===== config.mk =====
export PLATFORM = sky130hd
export DESIGN_NAME = length_prefix_frame_decoder
export DESIGN_NICKNAME = d
export VERILOG_FILES = /design/src/rtl/lpfd_pkg.sv /design/src/rtl/length_prefix_frame_decoder.sv /design/src/rtl/lpfd_in_reg.sv /design/src/rtl/lpfd_core.sv /design/src/rtl/lpfd_out_reg.sv
export SDC_FILE = /design/constraint.sdc
export NUM_CORES = 1
export LEC_CHECK = 0
export BUFFER_PORTS_ARGS = -buffer_cell sky130_fd_sc_hd__buf_2
export CORE_ASPECT_RATIO = 0.7
export CORE_MARGIN = 10
export CORE_UTILIZATION = 59
export CTS_CLUSTER_SIZE = 16
export DETAILED_ROUTE_END_ITERATION = 16
export HOLD_SLACK_MARGIN = 0.03
export PLACE_DENSITY = 0.77
export SYNTH_ARGS = -nofsm -noshare
export SYNTH_HDL_FRONTEND = slang
export SYNTH_SLANG_ARGS = --single-unit
export TNS_END_PERCENT = 50

===== constraint.sdc =====
create_clock -name i_clk -period 3.8 [get_ports i_clk]
set_input_delay 0.76 -clock i_clk [delete_from_list [all_inputs] [get_ports i_clk]]
set_output_delay 0.76 -clock i_clk [all_outputs]
set_load 0.03 [all_outputs]

===== src/rtl/lpfd_pkg.sv =====
`default_nettype none
package lpfd_pkg;

    localparam int unsigned HEADER_BYTES_DEF = 4;
    localparam int unsigned LEN_W            = 32;
    localparam logic [LEN_W-1:0] MAX_LEN_RESET = 32'd65536;

    typedef enum logic [0:0] {
        OP_BYTE  = 1'b0,
        OP_CLEAR = 1'b1
    } t_op;

    typedef struct packed {
        logic [7:0] payload_byte;
        logic       first_of_frame;
        logic       last_of_frame;
        logic       frame_error;
    } t_result;

endpackage
`default_nettype wire


===== src/rtl/length_prefix_frame_decoder.sv =====
`default_nettype none
// Length-prefixed frame decoder. Takes one stream byte (or a clear request) per clock
// while not stalled and gives at most one result per request: a payload byte with
// first/last marks, or a single error result for a zero or oversized header, after
// which bytes are dropped until a clear. Requests pass through the input register
// and then the result register; the header, length and byte-count state is updated
// between them. The user must write the maximum frame length register through
// i_cfg_wr_en/i_cfg_wr_data only while idle; the block does not enforce it.
module length_prefix_frame_decoder #(
    parameter int unsigned HEADER_BYTES = lpfd_pkg::HEADER_BYTES_DEF
) (
    input  wire                          i_clk,
    input  wire                          i_rst_n,
    input  wire                          i_cfg_wr_en,
    input  wire [lpfd_pkg::LEN_W-1:0]    i_cfg_wr_data,
    input  wire                          i_in_valid,
    output logic                         o_in_stall,
    input  wire                          i_operation,
    input  wire [7:0]                    i_data_byte,
    output logic                         o_out_valid,
    input  wire                          i_out_stall,
    output logic [7:0]                   o_payload_byte,
    output logic                         o_first_of_frame,
    output logic                         o_last_of_frame,
    output logic                         o_frame_error
);
    import lpfd_pkg::*;

    logic       in_valid;
    t_op        in_op;
    logic [7:0] in_byte;
    logic       advance;
    logic       res_valid;
    t_result    res;
    t_result    out_res;

    // advance when the input register holds a request and the result register is free or draining
    assign advance = in_valid && (!o_out_valid || !i_out_stall);

    lpfd_in_reg u_in_reg (
        .i_clk       (i_clk),
        .i_rst_n     (i_rst_n),
        .i_in_valid  (i_in_valid),
        .i_operation (i_operation),
        .i_data_byte (i_data_byte),
        .i_advance   (advance),
        .o_in_stall  (o_in_stall),
        .o_valid     (in_valid),
        .o_op        (in_op),
        .o_byte      (in_byte)
    );

    lpfd_core #(
        .HEADER_BYTES (HEADER_BYTES)
    ) u_core (
        .i_clk         (i_clk),
        .i_rst_n       (i_rst_n),
        .i_cfg_wr_en   (i_cfg_wr_en),
        .i_cfg_wr_data (i_cfg_wr_data),
        .i_advance     (advance),
        .i_op          (in_op),
        .i_byte        (in_byte),
        .o_res_valid   (res_valid),
        .o_res         (res)
    );

    lpfd_out_reg u_out_reg (
        .i_clk       (i_clk),
        .i_rst_n     (i_rst_n),
        .i_res_valid (res_valid),
        .i_res       (res),
        .i_out_stall (i_out_stall),
        .o_out_valid (o_out_valid),
        .o_res       (out_res)
    );

    assign o_payload_byte   = out_res.payload_byte;
    assign o_first_of_frame = out_res.first_of_frame;
    assign o_last_of_frame  = out_res.last_of_frame;
    assign o_frame_error    = out_res.frame_error;

    a_err_clean: assert property (@(posedge i_clk) disable iff (!i_rst_n)
        o_out_valid && o_frame_error |->
            !o_first_of_frame && !o_last_of_frame && o_payload_byte == 8'd0)
        else $error("error result carries payload marks");

    a_stall_only_full: assert property (@(posedge i_clk) disable iff (!i_rst_n)
        !in_valid |-> !o_in_stall)
        else $error("input stalled with empty input register");

    a_result_needs_advance: assert property (@(posedge i_clk) disable iff (!i_rst_n)
        res_valid |-> advance)
        else $error("result produced without advancing");

    a_out_hold: assert property (@(posedge i_clk) disable iff (!i_rst_n)
        o_out_valid && i_out_stall |=> o_out_valid && $stable(out_res))
        else $error("stalled result lost or changed");
endmodule
`default_nettype wire


===== src/rtl/lpfd_in_reg.sv =====
`default_nettype none
module lpfd_in_reg (
    input  wire              i_clk,
    input  wire              i_rst_n,
    input  wire              i_in_valid,
    input  wire              i_operation,
    input  wire [7:0]        i_data_byte,
    input  wire              i_advance,
    output logic             o_in_stall,
    output logic             o_valid,
    output lpfd_pkg::t_op    o_op,
    output logic [7:0]       o_byte
);
    import lpfd_pkg::*;

    logic r_valid;
    logic n_valid;
    t_op  r_op;
    logic [7:0] r_byte;
    logic load;

    assign o_in_stall = r_valid && !i_advance;
    assign load       = i_in_valid && !o_in_stall;

    always_comb begin
        n_valid = r_valid;
        if (load) begin
            n_valid = 1'b1;
        end else if (i_advance) begin
            n_valid = 1'b0;
        end
    end

    always_ff @(posedge i_clk) begin
        if (!i_rst_n) begin
            r_valid <= 1'b0;
        end else begin
            r_valid <= n_valid;
        end
    end

    // hold request payload until it moves on
    always_ff @(posedge i_clk) begin
        if (load) begin
            r_op   <= t_op'(i_operation);
            r_byte <= i_data_byte;
        end
    end

    assign o_valid = r_valid;
    assign o_op    = r_op;
    assign o_byte  = r_byte;
endmodule
`default_nettype wire


===== src/rtl/lpfd_core.sv =====
`default_nettype none
module lpfd_core #(
    parameter int unsigned HEADER_BYTES = lpfd_pkg::HEADER_BYTES_DEF
) (
    input  wire                          i_clk,
    input  wire                          i_rst_n,
    input  wire                          i_cfg_wr_en,
    input  wire [lpfd_pkg::LEN_W-1:0]    i_cfg_wr_data,
    input  wire                          i_advance,
    input  lpfd_pkg::t_op                i_op,
    input  wire [7:0]                    i_byte,
    output logic                         o_res_valid,
    output lpfd_pkg::t_result            o_res
);
    import lpfd_pkg::*;

    localparam int unsigned IDX_W    = (HEADER_BYTES > 1) ? $clog2(HEADER_BYTES) : 1;
    localparam logic [IDX_W-1:0] HDR_LAST = IDX_W'(HEADER_BYTES - 1);

    logic [LEN_W-1:0] r_max_len;
    logic [IDX_W-1:0] r_idx,   n_idx;
    logic [LEN_W-1:0] r_accum, n_accum;
    logic [LEN_W-1:0] r_left,  n_left;
    logic             r_in_payload, n_in_payload;
    logic             r_first,      n_first;
    logic             r_err,        n_err;
    logic             r_high,       n_high;

    logic [LEN_W-1:0] acc;
    logic             hi;
    logic             last;

    assign acc  = {r_accum[LEN_W-9:0], i_byte};
    assign hi   = r_high || (r_accum[LEN_W-1:LEN_W-8] != 8'd0);
    assign last = (r_left == LEN_W'(1));

    always_comb begin
        n_idx        = r_idx;
        n_accum      = r_accum;
        n_left       = r_left;
        n_in_payload = r_in_payload;
        n_first      = r_first;
        n_err        = r_err;
        n_high       = r_high;
        o_res_valid  = 1'b0;
        o_res        = '0;
        if (i_advance) begin
            case (i_op)
                OP_CLEAR: begin
                    n_idx        = '0;
                    n_accum      = '0;
                    n_left       = '0;
                    n_in_payload = 1'b0;
                    n_first      = 1'b0;
                    n_err        = 1'b0;
                    n_high       = 1'b0;
                end
                OP_BYTE: begin
                    if (!r_err) begin
                        if (!r_in_payload) begin
                            if (r_idx != HDR_LAST) begin
                                n_idx   = r_idx + IDX_W'(1);
                                n_accum = acc;
                                n_high  = hi;
                            end else begin
                                n_idx   = '0;
                                n_accum = '0;
                                n_high  = 1'b0;
                                if (hi || acc == '0 || acc > r_max_len) begin
                                    n_err             = 1'b1;
                                    o_res_valid       = 1'b1;
                                    o_res.frame_error = 1'b1;
                                end else begin
                                    n_left       = acc;
                                    n_in_payload = 1'b1;
                                    n_first      = 1'b1;
                                end
                            end
                        end else begin
                            o_res_valid          = 1'b1;
                            o_res.payload_byte   = i_byte;
                            o_res.first_of_frame = r_first;
                            o_res.last_of_frame  = last;
                            n_left               = r_left - LEN_W'(1);
                            n_first              = 1'b0;
                            if (last) begin
                                n_in_payload = 1'b0;
                            end
                        end
                    end
                end
                default: begin
                end
            endcase
        end
    end

    always_ff @(posedge i_clk) begin
        if (!i_rst_n) begin
            r_max_len    <= MAX_LEN_RESET;
            r_idx        <= '0;
            r_accum      <= '0;
            r_left       <= '0;
            r_in_payload <= 1'b0;
            r_first      <= 1'b0;
            r_err        <= 1'b0;
            r_high       <= 1'b0;
        end else begin
            if (i_cfg_wr_en) begin
                r_max_len <= i_cfg_wr_data;
            end
            r_idx        <= n_idx;
            r_accum      <= n_accum;
            r_left       <= n_left;
            r_in_payload <= n_in_payload;
            r_first      <= n_first;
            r_err        <= n_err;
            r_high       <= n_high;
        end
    end
endmodule
`default_nettype wire


===== src/rtl/lpfd_out_reg.sv =====
`default_nettype none
module lpfd_out_reg (
    input  wire                i_clk,
    input  wire                i_rst_n,
    input  wire                i_res_valid,
    input  lpfd_pkg::t_result  i_res,
    input  wire                i_out_stall,
    output logic               o_out_valid,
    output lpfd_pkg::t_result  o_res
);
    import lpfd_pkg::*;

    logic    r_valid;
    t_result r_res;

    always_ff @(posedge i_clk) begin
        if (!i_rst_n) begin
            r_valid <= 1'b0;
        end else if (i_res_valid) begin
            r_valid <= 1'b1;
        end else if (!i_out_stall) begin
            r_valid <= 1'b0;
        end
    end

    always_ff @(posedge i_clk) begin
        if (i_res_valid) begin
            r_res <= i_res;
        end
    end

    assign o_out_valid = r_valid;
    assign o_res       = r_res;
endmodule
`default_nettype wire


==> summary.txt <==
Status
  – Status: finished clean

Synthesis
  – Register bit total from synthesis: 124
  – Mapped Area: 6270 um2
  – Top_reg_cell synth: dfxtp_1
  – Yosys warns: 0
  – Ys async rst share: 0%
  – Seq/Total Area, Yosys: 42.8%
  – Synth cell types: 57
  – Synth top area share: 33.2%
  – Net Count, Synth: 789
  – Leading post-synthesis cells by cell area: dfxtp_1, edfxtp_1, ha_1
  – Cells after Synth: 708
  – Syn Area/Cell: 8.85 um2
  – Number of synthesized flops with an enable pin: 20
  – Largest area contributor in the netlist: dfxtp_1

Global route
  – Grt met1 use: 31.2%
  – Largest net degree at the start of global routing: 85
  – Initial antenna violation count: 0
  – GRT met2 Usage: 35.3%
  – First-pass GRT wire length: 28900 um
  – Number of global-route vias before repair: 5615
  – Gr busiest metal: met2
  – All-Layer GR Usage: 23.5%
  – Gr ovfl total: 0
  – GR Util met3: 6.58%

Setup path
  – Startpoint types: register
  – CP bufs+invs: 1
  – CP top delay family: compound AO/OA/AOI/OAI gates
  – CP endpoint kind: register
  – Worst EP required: 4.05 ns
  – Max incr delay on CP: 0.57 ns
  – CP cell instances: ha_1 -> and3_4 -> a221oi_2 -> o22ai_1 -> or4_1 -> o211a_1 -> o31a_1 -> buf_4 -> nor2_1 -> a211oi_1
  – Worst Path Arrival: 3.71 ns
  – Setup CP Type: reg2reg
  – Slowest-stage cell, CP: or4_1
  – Crit Path Max Fanout: 17

Clocking
  – Post-CTS setup buffer count: 0
  – Total CTS buffers: 17
  – CTS Hold Bufs: 0
  – CTS tree: built
  – Clk sinks: 124
  – H-tree levels: 4
  – CTS clk-pin slew, worst paths: 0.05 ns
  – Clock buffer depth: 2
  – Clk_lat worst skew: 0.42 ns
  – Clock root buffer: clkbuf_16
  – Post-cts resize count: 0

Floorplan
  – Rows: 31
  – Chip height: 106 um
  – Die width: 143 um
  – I/O pin cnt: 59
  – Die ar.: 15200 um2
  – Core box area: 10400 um2
  – Initial Util: 60.5%

Placement
  – GPL Wtd Cong: 0.924
  – Setup WS pre-CTS: 0.409 ns
  – Area after DPL: 6680 um2
  – Port-buffer cells: 58
  – HPWL after detailed placement: 12100 um

Timing
  – Tmin final: 3.47 ns
  – Final hold viol count: 0
  – Setup tns final: 0 ns
  – Fin crit share: 91.2%
  – Final Skew: 0.00820 ns
  – Final WS setup: 0.335 ns
  – RSZ-0062 raised after global routing: no
  – Final max-slew violation count: 0
  – Slew margin rel.: 23.1%
  – Worst Tran Pin Value: 1.15 ns
  – Fmax achieved: 289 MHz
  – Final setup vio count: 0

Finish
  – Multi-input gate area: 3260 um2
  – Area Growth Syn to Fin: 16.4%
  – Final instance area: 7300 um2
  – Share of cells above drive strength 1: 15.0%
  – Commonest cells after routing, fill and taps aside: dfxtp_1, nor2_1, buf_2
  – # nets final: 839
  – Register area: 2680 um2
  – Number of diodes: 0
  – FILL cells: 811
  – Most common cell after layout, fill and taps aside: dfxtp_1

Power and ir drop
  – Sw Share: 24.8%
  – Power per cell area: 477 nW/um2
  – Power share of the combinational group: 10.9%
  – Leakage: 3.08 nW
  – Peak supply drop: 396 uV
  – Sw Pwr: 862 uW
  – Int Power: 2.62 mW
  – Sequential share of power: 40.7%
  – Clock power frac: 48.4%

Detailed routing
  – DRT Pass-1 Iters: 6
  – Detailed router's first-iteration violation count: 587
  – Routed vias: 5796
  – DRC viols: 0
  – DR vias/cell: 6.42
  – Post-DR wirelength/cell: 19.6 um
  – Post-DRT Antenna Nets: 0
  – Final wirelength: 17700 um

Flow run
  – Max-cap viol count: 0

Min path
  – Hold Crit Class: reg2reg
==> sequential cells by signal, summed over array words and instances (netlist names) <==
name and count:
u_core.r_first 1, u_core.r_err 1, u_core.r_idx 2, u_core.r_max_len 32, u_core.r_in_payload 1, u_in_reg.o_byte 8
u_core.r_left 32, u_in_reg.o_op 1, u_in_reg.o_valid 1, u_core.r_accum 32, u_out_reg.o_out_valid 1, u_core.r_high 1
u_out_reg.o_res 11
==> layer usage <==
layer,vias to the layer above,part of all wire [%]
li1,2688,-
met1,2726,42
met2,339,45
met3,43,10
met4,0,2.4
met5,-,0
==> cells by family after synthesis <==
group	synth area share [%]
DFF	42.8
xor gates and xnor gates	1.96
adders and majority gates	6.99
muxes	5.91
buffers and inverters	5.27
and+or+nand+nor	18.2
AOI/OAI and AO/OA	18.9
==> layout make-up <==
type,instances,area share [%]
Clock inverter,10,1.87
Multi-Input combinational cell,499,44.7
Tap cell,132,2.26
Timing Repair Buffer,74,5.62
Clock buffer,22,6.65
Sequential cell,124,36.8
Inverter,42,2.16
==> cells in the mapped netlist (all sizes together) (3+ instances only) <==
| cell type | n |
|---|---|
| a211oi | 3 |
| a21o | 3 |
| a21oi | 45 |
| a221oi | 3 |
| a22oi | 35 |
| a31oi | 4 |
| a32o | 3 |
| and2 | 3 |
| and3 | 12 |
| and4 | 3 |
| buf | 8 |
| clkbuf | 35 |
| dfxtp | 104 |
| edfxtp | 20 |
| ha | 35 |
| inv | 42 |
| mux2i | 37 |
| nand2 | 32 |
| nand3 | 14 |
| nand3b | 4 |
| nand4 | 18 |
| nor2 | 102 |
| nor2b | 7 |
| nor3 | 11 |
| nor4 | 18 |
| o211ai | 20 |
| o21ai | 32 |
| o311ai | 5 |
| o31ai | 9 |
| or3 | 5 |
| xnor2 | 7 |
| xor2 | 7 |
==> stage by stage <==
| stage | cells | power (mW) | util [%] | hold WS, ns |
|---|---|---|---|---|
| after global routing | 903 | 3.60 | 70.5 | 0.510 |
| after detailed placement | 871 | 1.81 | 64.5 | 0.471 |
| after global placement | 871 | 1.79 | 64.5 | 0.462 |
| after floorplan | 708 | 1.68 | - | 0.439 |
| final | 903 | 3.48 | 70.5 | 0.483 |
| after CTS | 903 | 3.48 | 70.5 | 0.483 |
==> power by group through the flow <==
stage | combinational [mW] | sequential, mW | clock (mW)
after CTS | 0.372 | 1.41 | 1.69
final | 0.380 | 1.42 | 1.68
after detailed placement | 0.367 | 1.44 | 0
after global placement | 0.350 | 1.44 | 0
after global routing | 0.416 | 1.42 | 1.76
after floorplan | 0.262 | 1.42 | 0
==> path summary, 6_finish.rpt <==
check | start | to | slack (ns) | depth (start not counted)
hold reg to reg | u_in_reg.o_valid$_SDFFE_PN0P_ | u_core.r_err$_SDFFE_PN0P_ | 0.48 | 1
setup reg to reg | u_core.r_accum[15]$_SDFFE_PN0P_ | u_core.r_left[15]$_SDFFE_PN0P_ | 0.33 | 10
setup / recovery | u_core.r_accum[15]$_SDFFE_PN0P_ | u_core.r_left[15]$_SDFFE_PN0P_ | 0.33 | 10
hold / removal | u_in_reg.o_valid$_SDFFE_PN0P_ | u_core.r_err$_SDFFE_PN0P_ | 0.48 | 1
==> worst register-to-register path, delay by kind of cell, from the launching register on <==
family	cells	cell delay (ns)
adder cells (fa/ha/maj)	1	0.34
flip-flops	1	0.34
AND/OR/NAND/NOR	3	1.10
AO/OA/AOI/OAI	5	1.21
buffers and inverters	1	0.30
(Power assumes the default switching activity.)
